==> src/hdl/nraf_pkg.sv <==
// Shared types and constants for the NIC register access filter.
// No dependencies; imported by every module in hdl/.
package nraf_pkg;

	localparam int WINDOW_BYTES      = 16384;
	localparam int RING_BYTES        = 4096;
	localparam int RING_STRIDE_BYTES = 4096;

	localparam int NUM_QUEUES = 3;
	localparam int QW         = $clog2(NUM_QUEUES);

	// Register offsets inside the controller window
	localparam logic [31:0] OFF_ECR   = 32'h024;
	localparam logic [31:0] OFF_RCR   = 32'h084;
	localparam logic [31:0] OFF_TCR   = 32'h0C4;
	localparam logic [31:0] OFF_PALR  = 32'h0E4;
	localparam logic [31:0] OFF_PAUR  = 32'h0E8;
	localparam logic [31:0] OFF_RDSR1 = 32'h160;
	localparam logic [31:0] OFF_TDSR1 = 32'h164;
	localparam logic [31:0] OFF_MRBR1 = 32'h168;
	localparam logic [31:0] OFF_RDSR2 = 32'h16C;
	localparam logic [31:0] OFF_TDSR2 = 32'h170;
	localparam logic [31:0] OFF_MRBR2 = 32'h174;
	localparam logic [31:0] OFF_RDSR0 = 32'h180;
	localparam logic [31:0] OFF_TDSR0 = 32'h184;
	localparam logic [31:0] OFF_MRBR0 = 32'h188;
	localparam logic [31:0] OFF_FTRL  = 32'h1B0;
	localparam logic [31:0] OFF_TACC  = 32'h1C0;
	localparam logic [31:0] OFF_RACC  = 32'h1C4;
	localparam logic [31:0] OFF_QOS   = 32'h1F0;

	typedef enum logic [2:0] {
		CFG_NIC_BASE       = 3'd0,
		CFG_RAM_LOW        = 3'd1,
		CFG_RAM_HIGH       = 3'd2,
		CFG_SHADOW_TX_BASE = 3'd3,
		CFG_SHADOW_RX_BASE = 3'd4
	} cfg_index_t;

	typedef enum logic [1:0] {
		FWD_NONE  = 2'd0,
		FWD_WRITE = 2'd1,
		FWD_READ  = 2'd2
	} forward_t;

	typedef enum logic [1:0] {
		ST_OK       = 2'd0,
		ST_BAD_ADDR = 2'd1,
		ST_NOT_RAM  = 2'd2,
		ST_REFUSED  = 2'd3
	} status_t;

	typedef struct packed {
		logic        operation;
		logic [31:0] bus_address;
		logic [31:0] write_value;
	} in_word_t;

	typedef struct packed {
		logic [1:0]  forward;
		logic [31:0] dev_address;
		logic [31:0] dev_data;
		logic [31:0] read_data;
		logic [1:0]  status;
	} out_word_t;

	// Decode of one access, from the checker to the top level
	typedef struct packed {
		logic          addr_ok;
		logic          is_base;
		logic          is_tx;
		logic [QW-1:0] queue;
		logic          ring_ok;
		logic          value_ok;
	} decision_t;

endpackage

==> src/hdl/nic_register_access_filter.sv <==
// Top level of the NIC register access filter: input register, checks,
// ring register file and result register. Depends on nraf_pkg,
// nraf_check and nraf_ring_regs.
//
//   channel  direction  handshake               word
//   in       input      in_valid / in_ready     in_word_t  (access)
//   out      output     out_valid / out_ready   out_word_t (decision)
//   cfg      input      cfg_we, cfg_index       cfg_wdata  (32 bits)
//
// Input register, then result register; one word per cycle if out_ready.
// Ring base writes update the register file as the word leaves the input
// register, so the next word already sees the new value.
// Reset clears configuration, kept ring values and both valid bits.
// A stall on out holds the result; the input register keeps filling
// and in_ready drops only when both stages are full.
module nic_register_access_filter import nraf_pkg::*; (
	input  logic        clk,
	input  logic        arst_n,
	input  logic        in_valid,
	output logic        in_ready,
	input  in_word_t    in_data,
	output logic        out_valid,
	input  logic        out_ready,
	output out_word_t   out_data,
	input  logic        cfg_we,
	input  logic [2:0]  cfg_index,
	input  logic [31:0] cfg_wdata
);

	logic [31:0] nic_base_q;
	logic [31:0] ram_low_q;
	logic [31:0] ram_high_q;
	logic [31:0] shadow_tx_q;
	logic [31:0] shadow_rx_q;

	logic      valid_s1;
	in_word_t  item_s1;
	logic      valid_s2;
	out_word_t result_s2;

	logic        adv_s2;
	decision_t   dec;
	logic        ring_we;
	logic [31:0] ring_rdata;
	logic [31:0] step;
	out_word_t   result;

	always_ff @(posedge clk or negedge arst_n) begin
		if (!arst_n) begin
			nic_base_q  <= '0;
			ram_low_q   <= '0;
			ram_high_q  <= '0;
			shadow_tx_q <= '0;
			shadow_rx_q <= '0;
		end else if (cfg_we) begin
			case (cfg_index)
				CFG_NIC_BASE:       nic_base_q  <= cfg_wdata;
				CFG_RAM_LOW:        ram_low_q   <= cfg_wdata;
				CFG_RAM_HIGH:       ram_high_q  <= cfg_wdata;
				CFG_SHADOW_TX_BASE: shadow_tx_q <= cfg_wdata;
				CFG_SHADOW_RX_BASE: shadow_rx_q <= cfg_wdata;
				default: ;
			endcase
		end
	end

	assign adv_s2   = valid_s1 && (!valid_s2 || out_ready);
	assign in_ready = !valid_s1 || adv_s2;

	always_ff @(posedge clk or negedge arst_n) begin
		if (!arst_n) begin
			valid_s1 <= 1'b0;
		end else if (in_ready) begin
			valid_s1 <= in_valid;
		end
	end

	always_ff @(posedge clk) begin
		if (in_valid && in_ready) begin
			item_s1 <= in_data;
		end
	end

	nraf_check u_check (
		.item     (item_s1),
		.nic_base (nic_base_q),
		.ram_low  (ram_low_q),
		.ram_high (ram_high_q),
		.dec      (dec)
	);

	assign ring_we = adv_s2 && item_s1.operation && dec.addr_ok && dec.is_base
		&& dec.ring_ok;

	nraf_ring_regs u_ring_regs (
		.clk    (clk),
		.arst_n (arst_n),
		.we     (ring_we),
		.is_tx  (dec.is_tx),
		.queue  (dec.queue),
		.wdata  (item_s1.write_value),
		.rdata  (ring_rdata)
	);

	assign step = 32'(RING_STRIDE_BYTES) * {{(32-QW){1'b0}}, dec.queue};

	always_comb begin
		result = '0;
		if (!dec.addr_ok) begin
			result.status = ST_BAD_ADDR;
		end else if (item_s1.operation) begin
			if (dec.is_base) begin
				if (!dec.ring_ok) begin
					result.status = ST_NOT_RAM;
				end else begin
					result.forward     = FWD_WRITE;
					result.dev_address = item_s1.bus_address;
					result.dev_data    = (dec.is_tx ? shadow_tx_q : shadow_rx_q) + step;
				end
			end else if (!dec.value_ok) begin
				result.status = ST_REFUSED;
			end else begin
				result.forward     = FWD_WRITE;
				result.dev_address = item_s1.bus_address;
				result.dev_data    = item_s1.write_value;
			end
		end else begin
			if (dec.is_base) begin
				result.read_data = ring_rdata;
			end else begin
				result.forward     = FWD_READ;
				result.dev_address = item_s1.bus_address;
			end
		end
	end

	always_ff @(posedge clk or negedge arst_n) begin
		if (!arst_n) begin
			valid_s2 <= 1'b0;
		end else if (!valid_s2 || out_ready) begin
			valid_s2 <= valid_s1;
		end
	end

	always_ff @(posedge clk) begin
		if (adv_s2) begin
			result_s2 <= result;
		end
	end

	assign out_valid = valid_s2;
	assign out_data  = result_s2;

	a_refused_no_fwd: assert property (@(posedge clk) disable iff (!arst_n)
		out_valid && out_data.status != ST_OK |-> out_data.forward == FWD_NONE)
		else $error("rejected word forwarded");

	a_fwd_no_rdata: assert property (@(posedge clk) disable iff (!arst_n)
		out_valid && out_data.forward != FWD_NONE |-> out_data.read_data == 32'd0)
		else $error("forwarded word carries read data");

	a_ring_we_adv: assert property (@(posedge clk) disable iff (!arst_n)
		ring_we |-> adv_s2 && valid_s1 && item_s1.operation)
		else $error("ring write without an advancing write");

	a_empty_ready: assert property (@(posedge clk) disable iff (!arst_n)
		!valid_s1 |-> in_ready)
		else $error("input stalled while stage empty");

	a_load_s2: assert property (@(posedge clk) disable iff (!arst_n)
		adv_s2 |=> out_valid)
		else $error("advanced word lost");

endmodule

==> src/hdl/nraf_check.sv <==
// Address, ring and value checks for one register access.
// Depends on nraf_pkg.
module nraf_check import nraf_pkg::*; (
	input  in_word_t    item,
	input  logic [31:0] nic_base,
	input  logic [31:0] ram_low,
	input  logic [31:0] ram_high,
	output decision_t   dec
);

	logic [32:0]   addr_ext;
	logic [32:0]   win_end;
	logic [32:0]   ring_last;
	logic [31:0]   off;
	logic [31:0]   v;
	logic          addr_ok;
	logic          ring_ok;
	logic          is_base;
	logic          is_tx;
	logic [QW-1:0] queue;
	logic          value_ok;

	assign addr_ext  = {1'b0, item.bus_address};
	assign win_end   = {1'b0, nic_base} + 33'(WINDOW_BYTES);
	assign v         = item.write_value;
	assign ring_last = {1'b0, v} + 33'(RING_BYTES - 1);
	assign off       = item.bus_address - nic_base;

	// window check is done on 33 bits so the end never wraps
	assign addr_ok = (item.bus_address[1:0] == 2'b00)
		&& (item.bus_address >= nic_base)
		&& (addr_ext + 33'd4 <= win_end);

	assign ring_ok = (v >= ram_low) && (ring_last <= {1'b0, ram_high});

	always_comb begin
		is_base = 1'b1;
		is_tx   = 1'b1;
		queue   = QW'(0);
		case (off)
			OFF_TDSR0: begin is_tx = 1'b1; queue = QW'(0); end
			OFF_TDSR1: begin is_tx = 1'b1; queue = QW'(1); end
			OFF_TDSR2: begin is_tx = 1'b1; queue = QW'(2); end
			OFF_RDSR0: begin is_tx = 1'b0; queue = QW'(0); end
			OFF_RDSR1: begin is_tx = 1'b0; queue = QW'(1); end
			OFF_RDSR2: begin is_tx = 1'b0; queue = QW'(2); end
			default: begin
				is_base = 1'b0;
			end
		endcase
	end

	always_comb begin
		case (off)
			OFF_ECR:  value_ok = (v == 32'h0) || (v == 32'h2) || (v == 32'h112)
				|| (v == 32'h123) || (v == 32'h132);
			OFF_RCR:  value_ok = (v == 32'h47c00064) || (v == 32'h47c00044)
				|| (v == 32'h47c00046) || (v == 32'h0);
			OFF_TCR:  value_ok = (v == 32'h0) || (v == 32'h4);
			OFF_PALR: value_ok = (v == 32'h0019b809);
			OFF_PAUR: value_ok = (v == 32'h96600000) || (v == 32'h9660ffff);
			OFF_MRBR0, OFF_MRBR1, OFF_MRBR2: value_ok = (v == 32'd1984);
			OFF_FTRL: value_ok = (v == 32'h7c0);
			OFF_TACC, OFF_RACC: value_ok = (v == 32'h86);
			OFF_QOS:  value_ok = 1'b0;
			default:  value_ok = 1'b1;
		endcase
	end

	assign dec = {addr_ok, is_base, is_tx, queue, ring_ok, value_ok};

endmodule

==> src/hdl/nraf_ring_regs.sv <==
// Kept guest values of the TX and RX descriptor ring base registers.
// Depends on nraf_pkg.
module nraf_ring_regs import nraf_pkg::*; (
	input  logic          clk,
	input  logic          arst_n,
	input  logic          we,
	input  logic          is_tx,
	input  logic [QW-1:0] queue,
	input  logic [31:0]   wdata,
	output logic [31:0]   rdata
);

	logic [31:0] tx_q [NUM_QUEUES];
	logic [31:0] rx_q [NUM_QUEUES];

	always_ff @(posedge clk or negedge arst_n) begin
		if (!arst_n) begin
			for (int i = 0; i < NUM_QUEUES; i++) begin
				tx_q[i] <= '0;
				rx_q[i] <= '0;
			end
		end else if (we) begin
			for (int i = 0; i < NUM_QUEUES; i++) begin
				if (queue == QW'(i)) begin
					if (is_tx) begin
						tx_q[i] <= wdata;
					end else begin
						rx_q[i] <= wdata;
					end
				end
			end
		end
	end

	always_comb begin
		rdata = '0;
		for (int i = 0; i < NUM_QUEUES; i++) begin
			if (queue == QW'(i)) begin
				rdata = is_tx ? tx_q[i] : rx_q[i];
			end
		end
	end

endmodule

==> config.mk <==
export PLATFORM = sky130hd
export DESIGN_NAME = nic_register_access_filter
export DESIGN_NICKNAME = d
export VERILOG_FILES = /design/src/hdl/nraf_pkg.sv /design/src/hdl/nic_register_access_filter.sv /design/src/hdl/nraf_check.sv /design/src/hdl/nraf_ring_regs.sv
export SDC_FILE = /design/constraint.sdc
export NUM_CORES = 1
export LEC_CHECK = 0
export BUFFER_PORTS_ARGS = -buffer_cell sky130_fd_sc_hd__buf_2
export CORE_MARGIN = 5
export CORE_UTILIZATION = 45
export CTS_BUF_LIST = sky130_fd_sc_hd__clkbuf_4
export DETAILED_ROUTE_END_ITERATION = 6
export GPL_TIMING_DRIVEN = 0
export PLACE_DENSITY = 0.73
export SYNTH_ARGS = -nofsm -noshare
export SYNTH_HDL_FRONTEND = slang
export SYNTH_SLANG_ARGS = --single-unit
==> constraint.sdc <==
create_clock -name clk -period 5.55 [get_ports clk]
set_input_delay 0.555 -clock clk [delete_from_list [all_inputs] [get_ports clk]]
set_output_delay 0.555 -clock clk [all_outputs]
set_load 0.01 [all_outputs]
==> key figures, run 1 <==
Yosys
  • Synth Instances: 2502
  • Area of the mapped netlist: 27800 sq um
  • Ys flop type: dfrtp_1
  • Yosys top cell by area: dfrtp_1
  • #FFs+latches synth: 519
  • Post-synth EDFFs: 165
  • Top cells by area, synth: dfrtp_1, edfxtp_1, mux2_2, ha_1, mux2i_1
  • Synth top area share: 0.318
  • Avg Synthesized Cell Area: 11.1 sq um
  • Cell variety after synth: 82
  • Seq/Total Area, Yosys: 0.496
  • Asr flop ratio synth: 0.682
  • Syn. warnings: 0

CTS
  • Clock Sinks: 519
  • # H-tree levels: 4
  • Reg clk slew, reported paths: 0.06 ns
  • Worst skew pair latency: 1.07 ns
  • Clock Path Buffers: 3
  • CTS Buf Count: 143
  • Root Buffer: clkbuf_4
  • TritonCTS clock tree: built

Timing
  • Post-route clock period utilization: 0.999
  • Fin. Hold Viols: 0
  • Final worst path period need: 5.55 ns
  • Fin worst setup slack: 0.00334 ns
  • Max-slew violations: 0
  • RSZ-0062 raised after global routing: true
  • Peak Freq: 180 MHz
  • Final worst clock skew: 0.125 ns
  • Relative slew slack: 0.266
  • Setup violators final: 0
  • Tightest Pin Transition: 1.09 ns

Status
  • Status: finished, final reports clean

Routing
  • Routed WL: 87900 microns
  • Routed Antenna Nets: 0
  • Met3 wire length: 7610 microns
  • Routed via count: 22800
  • Metal-1 WL: 38600 microns
  • Highest routed layer: met4
  • DRC: 0
  • Routed WL per cell: 22.2 microns
  • First-pass iteration count of the detailed router: 6
  • Met2 routed WL: 39800 microns
  • Initial DRC Count: 2107
  • Vias per inst: 5.75

Finish
  • Fin cells: 3963
  • Final net count: 3297
  • Fill cell count: 5150
  • Share of cells above drive strength 1: 0.315
  • P&R area growth vs syn: 25.8%
  • Finished Cell Area: 35000 sq um

Global route
  • Total Routing Usage GR: 0.253
  • Vias in the first global route: 22900
  • Initial antenna violation count: 3
  • Congestion Overflow GR: 0
  • Pin count of the biggest net entering global routing: 120
  • First-pass GRT wire length: 133000 microns

Worst setup path
  • Worst Path Arrival: 6.38 ns
  • Worst Path Max Fanout: 5
  • Worst setup SP type: flip-flop
  • CP Data Required Time: 6.38 ns
  • Kind of end point of the critical path: flip-flop
  • Critical path type: flip-flop to flip-flop

Floorplan
  • Die area: 66900 sq um
  • Core region area: 61500 sq um
  • # IOs: 207
  • Site Rows: 91
  • Die Wd: 259 microns
  • Initial core utilization: 0.453
  • Die Span Y: 259 microns

Hold path
  • Worst min-delay path category: input pin to flip-flop

Power and ir drop
  • Leakage: 15.7 nW
  • Maximum vdd drop: 0.189 mV
  • Pwr Density: 306 nW/um^2

Run
  • MaxCap Viol Count: 0

Placement
  • Post-Place Cells: 3506
  • Port Buffers: 206
  • Dpl hpwl: 61000 microns
  • DP Area: 30000 sq um
  • Routability congestion estimate: 0.937
  • Worst Setup Slack post-DPL: -1.62 ns
[power by group]
group          internal [W]  total [W]  leakage (nW)  switching, W
clock network       0.00196    0.00367          1.12       0.00171
logic               0.00103    0.00254          8.26       0.00151
registers           0.00430    0.00452          6.27      0.000212
[critical path, cell delays in order (launching register included)]
cell	delay [ns]
edfxtp_1	0.44
buf_4	0.14
and3_1	0.22
nand3_2	0.15
nor2_4	0.24
nand3_2	0.16
nor2_1	0.17
xor2_1	0.21
ha_1	0.27
a21o_1	0.17
a21o_1	0.18
a21o_1	0.19
a211oi_2	0.25
o21ai_2	0.18
nor4b_2	0.33
o21ai_2	0.17
nor4_4	0.34
and2_4	0.22
nand2_4	0.06
or3_4	0.41
nor2_4	0.18
buf_6	0.17
buf_8	0.15
mux2_4	0.30
[metal layers]
layer	GRT usage	vias up
met5	0	-
met3	0.0608	151
met1	0.358	11300
met4	0.0817	0
met2	0.388	1065
li1	-	10300
[logic make-up (layout without fill, tap and decap cells)]
kind of cell             Yosys count  count (layout)  share of synthesized area
AND/OR/NAND/NOR                  640             640                      0.114
adder cells (fa/ha/maj)          136             136                     0.0614
multiplexers                     366             366                      0.147
flip-flops                       519             519                      0.496
XOR/XNOR                         120             120                     0.0378
other                              1              11                   0.000135
AO/OA/AOI/OAI                    465             465                      0.106
buffers and inverters            255             916                     0.0372
[worst paths after layout]
| kind | start | endpoint | slack (ns) | cells after the start |
|---|---|---|---|---|
| worst max register to register | item_s1[40] | u_ring_regs.rx_q[5] | 0.003 | 23 |
| worst min register to register | u_ring_regs.rx_q[0] | u_ring_regs.rx_q[0] | 0.49 | 1 |
| max in group asynchronous | arst_n | shadow_rx_q[27] | 3.59 | 5 |
| worst max-delay path | item_s1[40] | u_ring_regs.rx_q[5] | 0.003 | 23 |
| min in group asynchronous | arst_n | u_ring_regs.tx_q[73] | 0.09 | 2 |
| worst min-delay path | cfg_we | nic_base_q[31] | 0.07 | 4 |
[per-stage QoR]
stage | hold slack [ns] | total power, W | TNS, ns | util
2_1_floorplan | 0.259 | 0.00598 | 0 | -
3_3_place_gp | 0.468 | 0.00662 | -1431.61 | 0.486
3_5_place_dp | 0.482 | 0.00670 | -317.70 | 0.488
4_1_cts | 0.0222 | 0.0106 | 0 | 0.553
5_1_grt | 0.0430 | 0.0113 | -9.70 | 0.569
6_report | 0.0732 | 0.0107 | 0 | 0.569
[cell usage in the layout (no fill, tap or decap), types with 10 or more instances in the layout]
master	synthesis	final
ha_2	0	10
nand3_1	71	61
o211ai_1	11	11
edfxtp_1	165	165
o2bb2ai_1	16	15
o22a_1	33	33
buf_2	26	217
ha_1	135	116
a22o_1	15	15
buf_4	6	94
nor2_1	102	89
clkinv_1	0	22
xor2_1	36	34
mux2_4	30	57
nand4_1	44	44
mux2_2	217	190
dlygate4sd3_1	0	105
a31oi_1	11	10
and3_1	20	19
a21oi_2	1	11
clkbuf_4	0	221
buf_6	3	11
and2_1	33	31
dfrtp_1	354	353
nor3_1	37	31
a21o_1	30	30
clkbuf_2	0	13
inv_1	127	121
nor2b_1	16	15
mux2i_1	117	117
a21oi_1	85	68
o21ai_0	188	178
xnor2_1	84	82
nand2_1	221	213
clkbuf_1	88	61
nand2b_1	20	19
[Yosys cell counts (7+ instances only)]
| cell | count |
|---|---|
| a211oi_1 | 9 |
| a21o_1 | 30 |
| a21oi_1 | 85 |
| a22o_1 | 15 |
| a31oi_1 | 11 |
| and2_1 | 33 |
| and3_1 | 20 |
| buf_2 | 26 |
| clkbuf_1 | 88 |
| dfrtp_1 | 354 |
| edfxtp_1 | 165 |
| ha_1 | 135 |
| inv_1 | 127 |
| mux2_2 | 217 |
| mux2_4 | 30 |
| mux2i_1 | 117 |
| nand2_1 | 221 |
| nand2b_1 | 20 |
| nand3_1 | 71 |
| nand4_1 | 44 |
| nor2_1 | 102 |
| nor2b_1 | 16 |
| nor3_1 | 37 |
| nor4_1 | 14 |
| o211ai_1 | 11 |
| o21a_1 | 7 |
| o21ai_0 | 188 |
| o22a_1 | 33 |
| o2bb2ai_1 | 16 |
| o311ai_0 | 7 |
| or3_1 | 12 |
| or4_1 | 8 |
| xnor2_1 | 84 |
| xor2_1 | 36 |
[sequential cells by signal, summed over array words and instances (netlist names)]
name / count
ram_low_q: 32
u_ring_regs.tx_q: 96
out_valid: 1
shadow_tx_q: 32
ram_high_q: 32
valid_s1: 1
item_s1: 65
nic_base_q: 32
shadow_rx_q: 32
u_ring_regs.rx_q: 96
out_data: 100
[layout make-up]
type / count / area (sq um) / area share
Antenna cell: 9 / 22.5 / 0.000643
Buffer: 119 / 762 / 0.0218
Clock buffer: 215 / 1610 / 0.0461
Clock inverter: 38 / 278 / 0.00793
Inverter: 127 / 483 / 0.0138
Multi-Input combinational cell: 1729 / 14000 / 0.399
Sequential cell: 519 / 13800 / 0.395
Tap cell: 790 / 988 / 0.0282
Timing Repair Buffer: 417 / 3090 / 0.0884
[what timing repair did]
| action | CTS | global route |
|---|---|---|
| endpoints found under the setup margin | 288 | 278 |
| gates cloned | 1 | 3 |
| hold buffers | 105 | 0 |
| buffers inserted | 50 | 45 |
| pin swaps | 36 | 53 |
| endpoints found under the hold margin | 359 | 0 |
| resized for setup | 148 | 166 |
Power figures use the tool's default switching activity.
==> run 2, diff against run 1 <==
--- a/config.mk
+++ b/config.mk
@@ -6,6 +6,7 @@
 export NUM_CORES = 1
 export LEC_CHECK = 0
 export BUFFER_PORTS_ARGS = -buffer_cell sky130_fd_sc_hd__buf_2
+export CAP_MARGIN = 30
 export CORE_MARGIN = 5
 export CORE_UTILIZATION = 45
 export CTS_BUF_LIST = sky130_fd_sc_hd__clkbuf_4
==> constraint.sdc (replaced) <==
create_clock -name clk -period 5.55 [get_ports clk]
set_input_delay 0.2775 -clock clk [delete_from_list [all_inputs] [get_ports clk]]
set_output_delay 0.2775 -clock clk [all_outputs]
set_load 0.01 [all_outputs]
==> run 2 against run 1 <==
The run now ends with setup timing left. Count of clock-buffer cells in the layout is 2 higher. Largest power group unchanged. Die area is the same. Maximum frequency down 0.95%. Sequential share of layout area is 0.45 points lower. Wire length grew 2.5%.
==> key figures, run 2 (synthesized netlist as in run 1, its figures left out) <==
Status
  • Status: complete, but fails checks
  • Failing checks: setup timing

Global route
  • Congestion Overflow GR: 0
  • Vias in the first global route: 23500
  • Total Routing Usage GR: 0.259
  • Initial antenna violation count: 2
  • First-pass GRT wire length: 136000 microns
  • Pin count of the biggest net entering global routing: 120

CTS
  • TritonCTS clock tree: built
  • Worst skew pair latency: 1.01 ns
  • # H-tree levels: 4
  • Root Buffer: clkbuf_4
  • Clock Sinks: 519
  • CTS Buf Count: 143
  • Clock Path Buffers: 3
  • Reg clk slew, reported paths: 0.07 ns

Floorplan
  • Initial core utilization: 0.453
  • Die area: 66900 sq um
  • Die Wd: 259 microns
  • # IOs: 207
  • Core region area: 61500 sq um
  • Site Rows: 91
  • Die Span Y: 259 microns

Timing
  • Fin. Hold Viols: 0
  • WHS: 0.0653 ns
  • Tightest Pin Transition: 1.24 ns
  • Final worst clock skew: 0.0994 ns
  • Relative slew slack: 0.160
  • RSZ-0062 raised after global routing: true
  • Fin worst setup slack: -0.0498 ns
  • Final worst path period need: 5.60 ns
  • Setup violators final: 6
  • Post-route clock period utilization: 1.01
  • Peak Freq: 179 MHz
  • Max-slew violations: 0
  • Setup TNS: -0.144 ns

Worst setup path
  • Setup slack, reg-to-reg: -0.05 ns
  • CP Data Required Time: 6.23 ns
  • Worst setup SP type: flip-flop
  • Critical path type: flip-flop to flip-flop
  • R2r startpoint: item_s1[35]
  • Worst R2R Path Depth: 22
  • Critical R2R Capture: out_data[22]
  • Worst Path Max Fanout: 10
  • Kind of end point of the critical path: flip-flop
  • Worst Path Arrival: 6.28 ns

Hold path
  • Hold wc startpoint: in_data[1]
  • Worst min-delay path category: input pin to flip-flop
  • Hold Path Sink: item_s1[1]
  • Worst hold stages: 2

Finish
  • Fin cells: 4046
  • Commonest cells after routing, fill and taps aside: dfrtp_1, clkbuf_4, buf_2, mux2_2, nand2_1
  • Final net count: 3379
  • Share of cells above drive strength 1: 0.305
  • P&R area growth vs syn: 27.3%
  • Commonest non-fill, non-tap cell in the layout: dfrtp_1
  • Post-route core utilization: 0.576
  • Max reg flops: 100

Routing
  • First-pass iteration count of the detailed router: 7
  • Initial DRC Count: 2267
  • Routed Antenna Nets: 0
  • Routed via count: 23300
  • DRC: 0
  • Vias per inst: 5.77
  • Routed WL: 90100 microns
  • Routed WL per cell: 22.3 microns

Placement
  • Post-Place Cells: 3506
  • Routability congestion estimate: 0.937
  • Dpl hpwl: 61000 microns
  • Port Buffers: 206

Power and ir drop
  • Power, Total: 0.0107 W
  • Maximum vdd drop: 0.177 mV
  • Leakage: 15.9 nW
  • Pwr Density: 301 nW/um^2

Run
  • MaxCap Viol Count: 0
run 2: area by class of cell:
| cell class | count | area [sq um] |
|---|---|---|
| Antenna cell | 5 | 12.5 |
| Buffer | 118 | 691 |
| Timing Repair Buffer | 500 | 3850 |
| Tap cell | 790 | 988 |
| Sequential cell | 519 | 13800 |
| Multi-Input combinational cell | 1729 | 13700 |
| Clock inverter | 41 | 226 |
| Fill cell | 5052 | 26100 |
| Inverter | 127 | 483 |
| Clock buffer | 217 | 1630 |
run 2: per-layer routing:
metal  vias to the layer above  wire length (microns)  track usage  share of wire
li1                      10400                      -            -              -
met1                     11600                  39300        0.364           0.44
met2                      1106                  41000        0.403           0.45
met3                       188                   7460       0.0562          0.083
met4                         0                   2380       0.0819          0.026
met5                         -                      0            0              0
run 2: worst max path at each step:
stage,to,slack [ns],depth (start not counted),from
2_1_floorplan,out_data[60],0.03,25,item_s1[43]
6_report,out_data[22],-0.05,22,item_s1[35]
3_3_place_gp,nic_base_q[25],-2.48,1,arst_n
5_1_grt,out_data[22],-0.23,21,item_s1[42]
3_5_place_dp,u_ring_regs.tx_q[5],-1.57,23,item_s1[2]
4_1_cts,out_data[64],0.003,24,item_s1[38]
run 2: what timing repair did:
| action | CTS | global route |
|---|---|---|
| endpoints found under the setup margin | 288 | 286 |
| buffers inserted | 50 | 52 |
| gates cloned | 1 | 0 |
| resized for setup | 148 | 99 |
| endpoints found under the hold margin | 413 | 0 |
| pin swaps | 35 | 34 |
| hold buffers | 184 | 0 |
run 2: per-stage QoR:
step	instance area, sq um	worst slack [ns]
after detailed placement	30000	-1.57
after global routing	35400	-0.226
after floorplan	27800	0.0284
final	35400	-0.0498
after CTS	34700	0.00265
after global placement	29900	-2.48
run 2: where the power goes:
part           internal [W]  switching [W]  total [W]
combinational       0.00106        0.00152    0.00257
clock               0.00188        0.00170    0.00358
sequential          0.00430       0.000214    0.00452
run 2: worst max-delay path, cell delays in order, from the launching register on:
cell	delay, ns
edfxtp_1	0.46
buf_4	0.16
ha_2	0.22
nand3_2	0.12
nor2_4	0.14
buf_4	0.15
and2_1	0.20
nand3_1	0.14
xnor2_1	0.18
ha_1	0.32
nand4_1	0.14
nor2_1	0.35
nand3_1	0.27
nor2_1	0.20
o21ai_0	0.15
nor4b_2	0.19
o21ai_2	0.32
nor3_2	0.10
and3_1	0.28
nand3b_1	0.33
clkbuf_1	0.52
o22a_1	0.20
o21ai_0	0.13
